===== src/rtl/rle_asd_pkg.sv =====
// Package: phase codes, result kinds and helpers for the run-length archive decoder.
package rle_asd_pkg;

  localparam int unsigned PhaseW = 3;
  localparam int unsigned CountW = 7;
  localparam int unsigned KindW  = 2;

  typedef logic [PhaseW-1:0] phase_t;
  typedef logic [CountW-1:0] count_t;
  typedef logic [KindW-1:0]  kind_t;

  localparam phase_t PH_HEADER   = 3'd0;
  localparam phase_t PH_NAME     = 3'd1;
  localparam phase_t PH_CONTROL  = 3'd2;
  localparam phase_t PH_LITCOUNT = 3'd3;
  localparam phase_t PH_LITERAL  = 3'd4;
  localparam phase_t PH_REPBYTE  = 3'd5;

  localparam logic [7:0] LiteralMark = 8'h80;

  localparam kind_t KIND_NAME      = 2'd0;
  localparam kind_t KIND_NAME_END  = 2'd1;
  localparam kind_t KIND_RUN       = 2'd2;
  localparam kind_t KIND_ENTRY_END = 2'd3;

  // Positive value of a two's complement byte, zero when not positive.
  function automatic count_t positive_count(input logic [7:0] b);
    positive_count = b[7] ? '0 : b[CountW-1:0];
  endfunction

  // One result item as it sits in the output register.
  typedef struct packed {
    kind_t      kind;
    logic [7:0] out_byte;
    count_t     run_length;
  } result_t;

endpackage


===== src/rtl/rle_archive_stream_decoder.sv =====
// Top level: run-length archive stream parser, one byte in per item.
//
// The block takes one archive byte per item on the slave stream and emits
// at most one descriptor per byte on the master stream. It sustains one
// item per clock: the byte is decoded by shallow phase logic in the same
// cycle it is accepted and the descriptor lands in a single output
// register, so the result appears in the cycle after the byte and the next
// byte is taken in that same cycle as long as the output register is empty
// or being drained. Only a stalled, full output register holds off input.
// The first byte of an archive is a header and is dropped. Each entry is a
// name (one name-byte item per byte, then a name-end item on the zero
// terminator) followed by coded data: control 0x00 ends the entry
// (entry-end item), control 0x80 is followed by a signed literal count and
// that many literal bytes (each a run of length 1), any other control is a
// signed repeat count for the next byte (one run item, none when the count
// is zero or negative). tlast on an input byte marks the end of the archive:
// the byte is handled as usual, then the parser returns to the header phase.
// Runs are not expanded here; a downstream stage repeats out_byte
// run_length times.
module rle_archive_stream_decoder
  import rle_asd_pkg::*;
(
  input  logic        clk_i,
  input  logic        rst_ni,
  input  logic        s_axis_tvalid,
  output logic        s_axis_tready,
  input  logic [7:0]  s_axis_tdata,   // [7:0] in_byte
  input  logic        s_axis_tlast,   // archive_end
  output logic        m_axis_tvalid,
  input  logic        m_axis_tready,
  output logic [15:0] m_axis_tdata,   // [7:0] out_byte, [14:8] run_length, [15] zero
  output logic [1:0]  m_axis_tuser    // [1:0] kind
);

  phase_t  phase_q, phase_d;
  count_t  lit_left_q, lit_left_d;
  count_t  rep_cnt_q, rep_cnt_d;
  logic    out_valid_q, out_valid_d;
  result_t res_q, res_d;
  logic    emit;
  logic    in_fire;

  // Take a new byte whenever the output register is free this cycle.
  assign s_axis_tready = !out_valid_q || m_axis_tready;
  assign in_fire       = s_axis_tvalid && s_axis_tready;

  // Phase logic: decode one byte against the current phase.
  always_comb begin
    phase_d    = phase_q;
    lit_left_d = lit_left_q;
    rep_cnt_d  = rep_cnt_q;
    emit       = 1'b0;
    res_d      = '{kind: KIND_NAME, out_byte: '0, run_length: '0};

    unique case (phase_q)
      PH_NAME: begin
        emit = 1'b1;
        if (s_axis_tdata == 8'd0) begin
          res_d.kind = KIND_NAME_END;
          phase_d    = PH_CONTROL;
        end else begin
          res_d.kind       = KIND_NAME;
          res_d.out_byte   = s_axis_tdata;
          res_d.run_length = count_t'(1);
        end
      end
      PH_CONTROL: begin
        if (s_axis_tdata == 8'd0) begin
          emit       = 1'b1;
          res_d.kind = KIND_ENTRY_END;
          phase_d    = PH_NAME;
        end else if (s_axis_tdata == LiteralMark) begin
          phase_d = PH_LITCOUNT;
        end else begin
          // Keep only the positive part; a non-positive count emits nothing.
          rep_cnt_d = positive_count(s_axis_tdata);
          phase_d   = PH_REPBYTE;
        end
      end
      PH_LITCOUNT: begin
        lit_left_d = positive_count(s_axis_tdata);
        phase_d    = (positive_count(s_axis_tdata) != '0) ? PH_LITERAL : PH_CONTROL;
      end
      PH_LITERAL: begin
        emit             = 1'b1;
        res_d.kind       = KIND_RUN;
        res_d.out_byte   = s_axis_tdata;
        res_d.run_length = count_t'(1);
        lit_left_d       = lit_left_q - count_t'(1);
        if (lit_left_d == '0) begin
          phase_d = PH_CONTROL;
        end
      end
      PH_REPBYTE: begin
        emit             = (rep_cnt_q != '0);
        res_d.kind       = KIND_RUN;
        res_d.out_byte   = s_axis_tdata;
        res_d.run_length = rep_cnt_q;
        rep_cnt_d        = '0;
        phase_d          = PH_CONTROL;
      end
      default: begin
        // Header byte (and unused codes): drop it.
        phase_d = PH_NAME;
      end
    endcase

    // Archive end: back to header, clear the counters.
    if (s_axis_tlast) begin
      phase_d    = PH_HEADER;
      lit_left_d = '0;
      rep_cnt_d  = '0;
    end
  end

  // Output register: load on an emitting byte, drop when taken downstream.
  always_comb begin
    out_valid_d = out_valid_q;
    if (m_axis_tready) begin
      out_valid_d = 1'b0;
    end
    if (in_fire && emit) begin
      out_valid_d = 1'b1;
    end
  end

  always_ff @(posedge clk_i or negedge rst_ni) begin
    if (!rst_ni) begin
      phase_q     <= PH_HEADER;
      lit_left_q  <= '0;
      rep_cnt_q   <= '0;
      out_valid_q <= 1'b0;
    end else begin
      out_valid_q <= out_valid_d;
      if (in_fire) begin
        phase_q    <= phase_d;
        lit_left_q <= lit_left_d;
        rep_cnt_q  <= rep_cnt_d;
      end
    end
  end

  always_ff @(posedge clk_i) begin
    if (in_fire && emit) begin
      res_q <= res_d;
    end
  end

  assign m_axis_tvalid = out_valid_q;
  assign m_axis_tdata  = {1'b0, res_q.run_length, res_q.out_byte};
  assign m_axis_tuser  = res_q.kind;

  // The phase register never holds an unused code.
  a_phase_legal: assert property (@(posedge clk_i) disable iff (!rst_ni)
    phase_q <= PH_REPBYTE)
    else $error("phase register holds an unused code");

  // Inside a literal run at least one literal is still owed.
  a_lit_nonzero: assert property (@(posedge clk_i) disable iff (!rst_ni)
    (phase_q == PH_LITERAL) |-> (lit_left_q != '0))
    else $error("literal phase with no literals left");

  // An accepted end-of-archive byte returns the parser to the header phase with the repeat count cleared.
  a_end_to_header: assert property (@(posedge clk_i) disable iff (!rst_ni)
    (in_fire && s_axis_tlast) |=> (phase_q == PH_HEADER && rep_cnt_q == '0))
    else $error("archive end did not return to header");

  // Marker items carry no byte and no length; name-byte and run items carry a nonzero length.
  a_result_shape: assert property (@(posedge clk_i) disable iff (!rst_ni)
    m_axis_tvalid |->
      (((m_axis_tuser == KIND_NAME_END || m_axis_tuser == KIND_ENTRY_END) &&
        m_axis_tdata == 16'd0) ||
       ((m_axis_tuser == KIND_NAME || m_axis_tuser == KIND_RUN) &&
        m_axis_tdata[14:8] != 7'd0)))
    else $error("malformed result item");

  // A stalled result is not overwritten by a newly accepted byte.
  a_no_overrun: assert property (@(posedge clk_i) disable iff (!rst_ni)
    (out_valid_q && !m_axis_tready) |-> !in_fire)
    else $error("input accepted while output is stalled");

endmodule

===== config.mk =====
export PLATFORM = sky130hd
export DESIGN_NAME = rle_archive_stream_decoder
export DESIGN_NICKNAME = d
export VERILOG_FILES = /design/src/rtl/rle_asd_pkg.sv /design/src/rtl/rle_archive_stream_decoder.sv
export SDC_FILE = /design/constraint.sdc
export NUM_CORES = 1
export LEC_CHECK = 0
export BUFFER_PORTS_ARGS = -buffer_cell sky130_fd_sc_hd__buf_2
export CAP_MARGIN = 10
export CORE_MARGIN = 5
export CORE_UTILIZATION = 48
export DETAILED_ROUTE_END_ITERATION = 10
export HOLD_SLACK_MARGIN = 0.03
export PLACE_DENSITY = 0.7
export SYNTH_ARGS = -nofsm -noshare
export SYNTH_HDL_FRONTEND = slang
export SYNTH_SLANG_ARGS = --single-unit

===== constraint.sdc =====
create_clock -name clk_i -period 5.8 [get_ports clk_i]
set_clock_uncertainty 0.15 [all_clocks]
set_input_delay 0.29 -clock clk_i [delete_from_list [all_inputs] [get_ports clk_i]]
set_output_delay 0.29 -clock clk_i [all_outputs]
set_load 0.01 [all_outputs]

==> impl_results.md, run 1 <==
- Int Pwr: between 600 and 700 µW
- Switching part of the total: 36.9%
- Max Slew Vio Count: 0
- Pre-CTS setup slack: approximately 2.6 ns
- Max_cap viols: 0
- GRT Total Usage: around 18%
- Yosys reg bits: 35
- TritonCTS clock tree: yes
- Worst slew pin tran: 0.810 ns
- CTS Buffer Depth: 2
- Clk slew on worst S/H paths: roughly 0.070 ns
- Sequential area share after synthesis: between 50% and 60%
- Largest net degree at the start of global routing: 19
- Post-CTS Setup Bufs: 0
- Synth top area share: 27.7%
- Worst path slowest cell: or4_4
- Row cnt: 22
- Wire per inst: ~16 µm
- Clk pwr share: about a fifth
- Chip height: 71.9 µm
- Crit path cell chain: inv_1 -> ha_1 -> or3b_4 -> o31a_1 -> or4_4 -> a221o_1
- Peak supply drop: 0.239 mV
- Status: finished, final reports clean
- Fill cells: between 300 and 400
- # DRC: 0
- WL final: approximately 4200 µm
- Starting density of the core: 49.9%
- Fin crit share: between 40% and 50%
- Largest cells by area after synthesis: edfxtp_1, dfrtp_1, mux2i_1, and2_1, nand2_1
- XOR/XNOR Fraction of Synth Area: around 1.4%
- Antenna violations before repair: 0
- Data arrival time of the worst path: 2.57 ns
- Crit-path max FO: 6
- Setup WS post-layout: roughly 3.2 ns
- I/O pin cnt: 33
- Register area: around 960 µm²
- Fmax: between 0.3 and 0.4 GHz
- Post-route setup TNS: 0 ns
- Mapped cell area: about 1800 µm²
- Largest family of logic cells by synthesized area: simple AND/OR/NAND/NOR gates
- Critical path required time: between 5 and 6 ns
- Synth Area in Simple Gates: 22.0%
- Type of the most critical hold path: input pin to flip-flop
- Startpoint Class: flip-flop
- Post-synth top area cell: edfxtp_1
- Number of global-route vias before repair: approximately 1500
- First-pass GRT wire length: between 7000 and 8000 µm
- IO buf count: 31
- Synth warn: 0
- Grt total ovfl: 0
- Fin nets: around 230
- Worst r2r src: lit_left_q[0]$_DFFE_PN0P_
- Post-DP Area: between 2000 and 2500 µm²
- Sequential group share of total power: between 40% and 50%
- Post-synth cell types: 44
- CTS sink cnt: 35
- NetSw: 369 µW
- Detailed-route via count: roughly 1500
- Mapped Avg Cell Area: between 10 and 15 µm²
- Crit Path Class: flip-flop to flip-flop
- Share of layout cells above drive strength 1: about a fifth
- Crit. End Element: flip-flop
- Ant. Diodes: 0
- Gate power share: between 30% and 40%
- Multi-input gate area: 792 µm²
- CTS Buf Count: 5
- Synth Area in Adders: between 1 and 1.5%
- Most frequent cells in the layout: buf_2, dfrtp_1, edfxtp_1
- Final hold violation count: 0
- Final min period: 2.55 ns
- Post-synthesis instance total: about 180
- Cells on Worst Hold Path: 3
- # resized after CTS: 0
- Die area: just over 5000 µm²
- TritonRoute pass-1 iters: 4
- Design area: approximately 2100 µm²
- Final setup fails: 0
- H-tree levels: 2
- Final Power: between 1 and 1.5 mW
- Crit-path max cell delay: about 0.54 ns
- Predominant post-synthesis flop cell: dfrtp_1
- Die Span X: around 72 µm
- Vias per inst: about 5.7
- Ys async rst share: between 50 and 60%
- Rel. slew slack: roughly 46%
- RSZ-0062 raised after global routing: no
- Leak: between 0.8 and 0.9 nW
- Commonest non-fill, non-tap cell in the layout: buf_2
- R2R cell count: 6
- Mux share of post-synthesis cell area: 4.89%
- Syn-to-layout area delta: 16.4%
- P per Cell Area: approximately 470 nW/µm²
- Core area: about 3700 µm²
- DR iter-0 viols: 92
- Hold-fix buffers, CTS: 1
- HP Start: s_axis_tdata[2]
- GPL Wtd Cong: 0.920
- Clk Latency, worst-skew pair: 0.28 ns
- Syn_nets: 196
- WHS Endpoint: rep_cnt_q[2]$_DFFE_PN0P_
- Dpl hpwl: roughly 3200 µm
- R2R Setup Slk: between 3 and 4 ns
- Compound-gate portion of the synthesized area: 13.2%
- Worst r2r dst: phase_q[2]$_DFFE_PN0P_
- Post-DRT Antenna Nets: 0
- CTS root buf: clkbuf_8
- EDFF count, synth: 17
sequential cells by signal, summed over array words and instances, names as in the netlist:
register,cells
lit_left_q,7
m_axis_tdata,15
m_axis_tuser,2
m_axis_tvalid,1
phase_q,3
rep_cnt_q,7
stage by stage:
| step | cells | util (%) | hold slack, ns |
|---|---|---|---|
| after floorplan | 181 | - | -0.156 |
| after global routing | 261 | 58.1 | 0.140 |
| final | 261 | 58.1 | 0.131 |
| after detailed placement | 251 | 54.7 | 0.0998 |
| after global placement | 251 | 54.7 | 0.0931 |
| after CTS | 260 | 57.9 | 0.128 |
cell usage after synthesis (all sizes together), types with 3 or more instances:
library cell and instances:
dfrtp 18, edfxtp 17, nand2 15, and2 13, inv 13, nor2 11, o21ai 11, nor3 10
mux2i 9, clkbuf 7, a31oi 6, a21oi 5, and3 3, nand2b 3
layer usage:
metal / GRT usage [%] / part of all wire, % / up-vias
met5: 0 / 0 / -
met4: 5.85 / 0.98 / 0
met3: 4.43 / 4.2 / 4
met2: 30.7 / 53 / 37
met1: 21.8 / 42 / 729
li1: - / - / 711
cells by family (layout without fill, tap and decap cells):
kind of cell               Yosys count  count (layout)
adders and majority gates            2               2
other                                1               1
buffers and inverters               22              54
xor gates and xnor gates             3               3
DFF                                 35              35
and+or+nand+nor                     73              73
AOI/OAI and AO/OA                   36              36
muxes                                9               9
worst max path at each step:
stage | from | to | slack (ns) | depth (start not counted)
2_1_floorplan | s_axis_tdata[3] | m_axis_tdata[0]$_DFFE_PP_ | 3.05 | 4
3_5_place_dp | s_axis_tdata[3] | m_axis_tdata[14]$_DFFE_PP_ | 2.64 | 5
5_1_grt | lit_left_q[0]$_DFFE_PN0P_ | phase_q[2]$_DFFE_PN0P_ | 3.18 | 6
6_report | lit_left_q[0]$_DFFE_PN0P_ | phase_q[2]$_DFFE_PN0P_ | 3.25 | 6
4_1_cts | s_axis_tdata[3] | m_axis_tdata[2]$_DFFE_PP_ | 2.94 | 5
3_3_place_gp | s_axis_tdata[3] | m_axis_tdata[12]$_DFFE_PP_ | 2.74 | 5
power groups by stage:
stage | combinational, mW | sequential, mW | clock [mW]
2_1_floorplan | 0.257 | 0.419 | 0
3_3_place_gp | 0.354 | 0.422 | 0
3_5_place_dp | 0.362 | 0.428 | 0
4_1_cts | 0.364 | 0.424 | 0.213
5_1_grt | 0.410 | 0.435 | 0.230
6_report | 0.368 | 0.423 | 0.211
cell type report:
type / count / area share, %
Timing Repair Buffer: 33 / 8.06
Multi-Input combinational cell: 124 / 37.0
Tap cell: 48 / 2.80
Clock buffer: 5 / 3.21
Clock inverter: 3 / 1.81
Sequential cell: 35 / 44.9
Inverter: 13 / 2.28
critical path: cells and delay by family (launching register included):
kind | cells | cell delay (ns)
buffers and inverters | 1 | 0.09
adders and majority gates | 1 | 0.22
DFF | 1 | 0.45
AOI/OAI and AO/OA | 2 | 0.56
and+or+nand+nor | 2 | 0.96
(Power assumes the default switching activity.)
==> run 2, diff against run 1 <==
--- a/config.mk
+++ b/config.mk
@@ -11,7 +11,7 @@
 export CORE_UTILIZATION = 48
 export DETAILED_ROUTE_END_ITERATION = 10
 export HOLD_SLACK_MARGIN = 0.03
-export PLACE_DENSITY = 0.7
+export PLACE_DENSITY = 0.73
 export SYNTH_ARGS = -nofsm -noshare
 export SYNTH_HDL_FRONTEND = slang
 export SYNTH_SLANG_ARGS = --single-unit
==> constraint.sdc (replaced) <==
create_clock -name clk_i -period 2.25 [get_ports clk_i]
set_clock_uncertainty 0.15 [all_clocks]
set_input_delay 0.1125 -clock clk_i [delete_from_list [all_inputs] [get_ports clk_i]]
set_output_delay 0.1125 -clock clk_i [all_outputs]
set_load 0.01 [all_outputs]
==> run 2 against run 1 <==
Critical path depth is the same. Design area grew 15%. First-iteration DRC count grew 7.6%. Clock power grew to 2.6 times the previous value. Critical path type unchanged. Largest cell class unchanged. Largest power group is now combinational cells.
==> impl_results.md, run 2 (synthesized netlist as in run 1, its figures left out) <==
- Status: finished, final reports clean
- Clk pwr share: 19.6% (-1.4 points)
- Fin crit share: 98.6% (+55 points)
- CTS Buffer Depth: 2 (unchanged)
- WL met2: 2000 µm (-9.2%)
- Cell Count, Final, Fillers Out: 283 (+8.4%)
- Type of the most critical hold path: input pin to flip-flop
- Critical path required time: 2.27 ns (-3.55 ns)
- CTS root buf: clkbuf_8
- Leak: 1.06 nW (+19%)
- RSZ-0062 raised after global routing: yes
- I/O pin cnt: 33 (unchanged)
- Ant. Diodes: 0 (unchanged)
- Max Slew Vio Count: 0 (unchanged)
- Post-route setup TNS: 0 ns (unchanged)
- P per Cell Area: 1160 nW/µm² (+150%)
- Worst path slowest cell: or4_4
- Largest net degree at the start of global routing: 19 (unchanged)
- Worst r2r src: lit_left_q[1]$_DFFE_PN0P_
- Core area: 3690 µm² (unchanged)
- # DRC: 0 (unchanged)
- CTS sink cnt: 35 (unchanged)
- Post-DP Area: 2140 µm² (+6.3%)
- NetSw: 1.00 mW (+170%)
- GPL Wtd Cong: 0.902 (-2.0%)
- Setup WS post-layout: 0.0318 ns (-3.21 ns)
- Design area: 2460 µm² (+15%)
- Wl on met1: 1810 µm (+2.5%)
- Wire per inst: 14.5 µm (-9.6%)
- Row cnt: 22 (unchanged)
- Detailed-route via count: 1552 (+4.8%)
- Startpoint Class: flip-flop
- Dpl hpwl: 2840 µm (-11%)
- Final min period: 2.22 ns (-0.336 ns)
- Crit path cell chain: inv_2 -> ha_4 -> or3b_4 -> o31a_1 -> or4_4 -> a221o_1
- First-pass GRT wire length: 6670 µm (-6.5%)
- Crit. End Element: flip-flop
- Commonest non-fill, non-tap cell in the layout: buf_2
- TritonCTS clock tree: yes
- Die Span X: 71.9 µm (unchanged)
- Most frequent cells in the layout: buf_2, dfrtp_1, edfxtp_1
- Clk slew on worst S/H paths: 0.07 ns (about the same)
- Largest register FFs: 15 (unchanged)
- Rel. slew slack: 60.8% (+15 points)
- Worst slew pin tran: 0.583 ns (-0.227 ns)
- Number of global-route vias before repair: 1418 (-4.3%)
- Share of layout cells above drive strength 1: 28.1% (+7.4 points)
- Core Util, Final: 66.6% (+8.5 points)
- H-tree levels: 2 (unchanged)
- Grt total ovfl: 0 (unchanged)
- Crit Path Class: flip-flop to flip-flop
- Placed Cells: 265 (+5.6%)
- GRT Total Usage: 16.5% (-1.3 points)
- Crit-path max cell delay: 0.42 ns (-0.12 ns)
- Gate power share: 43.4% (+6.7 points)
- Crit-path max FO: 2 (-4)
- Clk Latency, worst-skew pair: 0.29 ns (about the same)
- IO buf count: 31 (unchanged)
- Fin nets: 249 (+9.7%)
- Vias per inst: 5.48 (-3.4%)
- Pre-CTS setup slack: -0.0452 ns (-2.69 ns)
- WL final: 4100 µm (-2.0%)
- Final setup fails: 0 (unchanged)
- Max_cap viols: 0 (unchanged)
- Chip height: 71.9 µm (unchanged)
- Fmax: 0.451 GHz (+15%)
- R2R Setup Slk: 0.03 ns (-3.21 ns)
- Antenna violations before repair: 0 (unchanged)
- Switching part of the total: 35.2% (-1.7 points)
- Starting density of the core: 49.9% (unchanged)
- Final Power: 2.85 mW (+180%)
- DR iter-0 viols: 99 (+7.6%)
- Die area: 5170 µm² (unchanged)
- Data arrival time of the worst path: 2.24 ns (-0.33 ns)
- HP Start: s_axis_tdata[2]
- Int Pwr: 1.85 mW (+190%)
- TritonRoute pass-1 iters: 4 (unchanged)
- Top Layer Used: met4
- Sequential group share of total power: 37.0% (-5.2 points)
- CTS Buf Count: 5 (unchanged)
- Post-DRT Antenna Nets: 0 (unchanged)
- Syn-to-layout area delta: 33.4%
- Met3 WL: 242 µm (+38%)
- Critical path startpoint: lit_left_q[1]$_DFFE_PN0P_
- Final hold violation count: 0 (unchanged)
- Peak supply drop: 0.589 mV (+150%)
- Hold WS: 0.0327 ns (-0.0988 ns)
run 2: cell count changes in the layout (fill, tap and decap cells not counted), sizes merged:
cell          change
dlygate4sd3       +5
dlymetal6s4s      +4
clkbuf            +2
buf              +11
run 2: metal layers:
| metal | vias up | track usage [%] |
|---|---|---|
| met4 | 0 | 6.05 |
| met2 | 40 | 27.2 |
| met5 | - | 0 |
| met3 | 6 | 3.88 |
| met1 | 746 | 21.3 |
| li1 | 760 | - |
run 2: worst max-delay path, delay by kind of cell (launching register included):
family	cells	cell delay (ns)
simple gates	2	0.79
buf+inv	1	0.09
compound gates	2	0.55
fa+ha+maj	1	0.13
flops	1	0.39
run 2: layout make-up:
class	instances	area, µm²
tap	48	60.1
timing repair buffer	55	428
clock inverter	3	43.8
clock buffer	5	68.8
inverter	13	48.8
multi-input combinational	124	846
sequential	35	961
fill	287	1230
run 2: path summary, 6_finish.rpt:
check / cells after the start / end
min: 3 / lit_left_q[2]$_DFFE_PN0P_
max reg2reg: 6 / phase_q[2]$_DFFE_PN0P_
max: 6 / phase_q[2]$_DFFE_PN0P_
min reg2reg: 2 / rep_cnt_q[4]$_DFFE_PN0P_
max in group asynchronous: 2 / m_axis_tvalid$_DFFE_PN0P_
min in group asynchronous: 2 / lit_left_q[1]$_DFFE_PN0P_
run 2: power by group through the flow:
stage               registers [mW]  clock network (mW)  logic [mW]
detailed placement            1.06                   0        1.07
global placement              1.06                   0        1.07
CTS                           1.05               0.563        1.09
global route                  1.08               0.599        1.36
finish                        1.05               0.558        1.24
floorplan                     1.08                   0       0.681
run 2: timing repair:
item | 4_1_cts | 5_1_grt
setup endpoints to repair | 1 | 18
hold buffers | 10 | 0
endpoints found under the hold margin | 30 | 0
gates resized for setup | 1 | 11
buffers inserted | 0 | 2
gates cloned | 0 | 2
pin swaps | 2 | 3
==> run 3, diff against run 2 <==
--- a/config.mk
+++ b/config.mk
@@ -8,10 +8,11 @@
 export BUFFER_PORTS_ARGS = -buffer_cell sky130_fd_sc_hd__buf_2
 export CAP_MARGIN = 10
 export CORE_MARGIN = 5
-export CORE_UTILIZATION = 48
+export CORE_UTILIZATION = 40
+export CTS_CLUSTER_DIAMETER = 30
 export DETAILED_ROUTE_END_ITERATION = 10
+export GPL_TIMING_DRIVEN = 0
 export HOLD_SLACK_MARGIN = 0.03
-export PLACE_DENSITY = 0.73
 export SYNTH_ARGS = -nofsm -noshare
 export SYNTH_HDL_FRONTEND = slang
 export SYNTH_SLANG_ARGS = --single-unit
==> run 3 against run 2 <==
The flow now finishes with violations (setup timing). Utilization is 14 points lower. Routed wire length is 7.8% higher. Maximum frequency fell by 2.3%. Register-to-register slack worse by 0.05 ns. Non-clock buffer count rose by 1. Hold slack gained 0.0069 ns. Clock power shrank 25%. Sequential power hardly changed. Via count shrank 1.5%. Total power shrank 8.4%. Die area rose by 17%. Setup slack got worse by 0.053 ns. Largest power group unchanged. Highest routed layer unchanged.
==> impl_results.md, run 3 (synthesized netlist as in run 1, its figures left out) <==
- Vias per inst: 5.32 (-2.9%)
- Hold WS: 0.0396 ns (+0.00691 ns)
- Die Span X: 77.8 µm (+8.2%)
- Final hold violation count: 0 (unchanged)
- Crit Path Class: flip-flop to flip-flop
- Crit path cell chain: inv_2 -> ha_4 -> or3b_4 -> o31a_1 -> or4_4 -> a221o_1
- CTS root buf: clkbuf_8
- Grt total ovfl: 0 (unchanged)
- GPL Wtd Cong: 0.813 (-9.8%)
- Cell Count, Final, Fillers Out: 287 (+1.4%)
- Fin nets: 250 (+0.40%)
- Crit-path max cell delay: 0.43 ns (about the same)
- Commonest non-fill, non-tap cell in the layout: buf_2
- Detailed-route via count: 1528 (-1.5%)
- Clk Latency, worst-skew pair: 0.28 ns (about the same)
- Max Slew Vio Count: 0 (unchanged)
- WL final: 4420 µm (+7.8%)
- Fill cells: 421 (+47%)
- Crit. End Element: flip-flop
- Final setup fails: 1 (+1)
- Leak: 0.978 nW (-8.1%)
- Die area: 6060 µm² (+17%)
- First-pass GRT wire length: 7040 µm (+5.6%)
- Worst r2r src: lit_left_q[1]$_DFFE_PN0P_
- Syn-to-layout area delta: 27.2%
- Critical path startpoint: lit_left_q[1]$_DFFE_PN0P_
- Worst slew pin tran: 0.785 ns (+0.202 ns)
- Starting density of the core: 41.7% (-8.2 points)
- H-tree levels: 2 (unchanged)
- Worst path slowest cell: or4_4
- TritonRoute pass-1 iters: 4 (unchanged)
- P per Cell Area: 1110 nW/µm² (-3.9%)
- I/O pin cnt: 33 (unchanged)
- GRT Total Usage: 14.4% (-2.1 points)
- Wire per inst: 15.4 µm (+6.3%)
- Share of layout cells above drive strength 1: 24.3% (-3.8 points)
- Most frequent cells in the layout: buf_2, dfrtp_1, edfxtp_1
- Setup WS post-layout: -0.0213 ns (-0.0531 ns)
- Crit path max-delay family: simple AND/OR/NAND/NOR gates
- Critical path required time: 2.26 ns (about the same)
- Ant. Diodes: 0 (unchanged)
- Final min period: 2.27 ns (+0.0531 ns)
- Max_cap viols: 0 (unchanged)
- Number of global-route vias before repair: 1420 (+0.14%)
- Data arrival time of the worst path: 2.29 ns (+0.05 ns)
- Crit-path max FO: 3 (+1)
- Status: finished, violations left
- Antenna violations before repair: 0 (unchanged)
- Placed Cells: 263 (-0.75%)
- Largest register FFs: 15 (unchanged)
- CTS Buf Count: 5 (unchanged)
- # DRC: 0 (unchanged)
- Failing checks: setup timing
- Post-DRT Antenna Nets: 0 (unchanged)
- HP Start: s_axis_tdata[3]
- Bufs and invs on worst path: 1 (unchanged)
- Type of the most critical hold path: input pin to flip-flop
- Fmax: 0.440 GHz (-2.3%)
- IO buf count: 30 (-3.2%)
- TritonCTS clock tree: yes
- Row cnt: 24 (+9.1%)
- Fin crit share: 101% (+2.4 points)
- RSZ-0062 raised after global routing: yes
- Startpoint Class: flip-flop
- CTS Buffer Depth: 2 (unchanged)
- Largest net degree at the start of global routing: 19 (unchanged)
- Core area: 4410 µm² (+20%)
- Peak supply drop: 0.490 mV (-17%)
- Chip height: 77.8 µm (+8.2%)
- Clk slew on worst S/H paths: 0.07 ns (about the same)
- Rel. slew slack: 47.6% (-13 points)
- DR iter-0 viols: 121 (+22%)
- Dpl hpwl: 3090 µm (+8.8%)
- CTS sink cnt: 35 (unchanged)
- Final Power: 2.61 mW (-8.4%)
run 3: changes by cell type in the layout (fill, tap and decap cells not counted), sizes merged:
cell	delta
dlygate4sd3	+6
buf	-4
dlymetal6s4s	-4
clkbuf	+3
bufinv	-1
run 3: area by class of cell:
type,instances,area (µm²),area share (%)
Sequential cell,35,961,41.0
Multi-Input combinational cell,124,827,35.3
Timing Repair Buffer,47,320,13.7
Clock buffer,5,68.8,2.94
Tap cell,52,65.1,2.78
Inverter,13,48.8,2.08
Buffer,9,41.3,1.76
Clock inverter,2,8.76,0.374
run 3: power by group:
group          switching, mW  internal (mW)
Clock                  0.215          0.206
Combinational          0.658          0.508
Sequential             0.101          0.921
run 3: final timing paths:
kind,to,slack (ns),depth (start not counted)
worst min register to register,rep_cnt_q[6]$_DFFE_PN0P_,0.39,2
worst max register to register,phase_q[2]$_DFFE_PN0P_,-0.02,6
worst min-delay path,m_axis_tdata[3]$_DFFE_PP_,0.04,2
min in group asynchronous,phase_q[0]$_DFFE_PN0P_,0.15,2
max in group asynchronous,phase_q[2]$_DFFE_PN0P_,1.50,2
worst max-delay path,phase_q[2]$_DFFE_PN0P_,-0.02,6
run 3: repair_timing:
| action | CTS | global route |
|---|---|---|
| hold endpoints to repair | 27 | 0 |
| gates cloned | 0 | 0 |
| setup buffers | 3 | 2 |
| endpoints found under the setup margin | 19 | 25 |
| pin swaps | 4 | 0 |
| resized for setup | 3 | 9 |
| hold buffers | 12 | 0 |
run 3: per-stage QoR:
stage | TNS (ns) | utilization, % | area (µm²) | setup slack [ns]
after floorplan | -0.0768 | - | 1850 | -0.0768
after global placement | -2.97 | 46.8 | 2070 | -0.183
after detailed placement | -3.25 | 46.8 | 2070 | -0.187
after CTS | -0.0286 | 52.3 | 2310 | -0.0286
after global routing | -0.0813 | 53.0 | 2340 | -0.0813
final | -0.0213 | 53.0 | 2340 | -0.0213
run 3: layer usage:
layer | vias to the layer above | global-route usage, % | share of wire [%]
met5 | - | 0 | 0
met3 | 8 | 3.01 | 7.3
met4 | 0 | 5.33 | 1.4
met2 | 54 | 21.5 | 44
met1 | 712 | 20.5 | 47
li1 | 754 | - | -
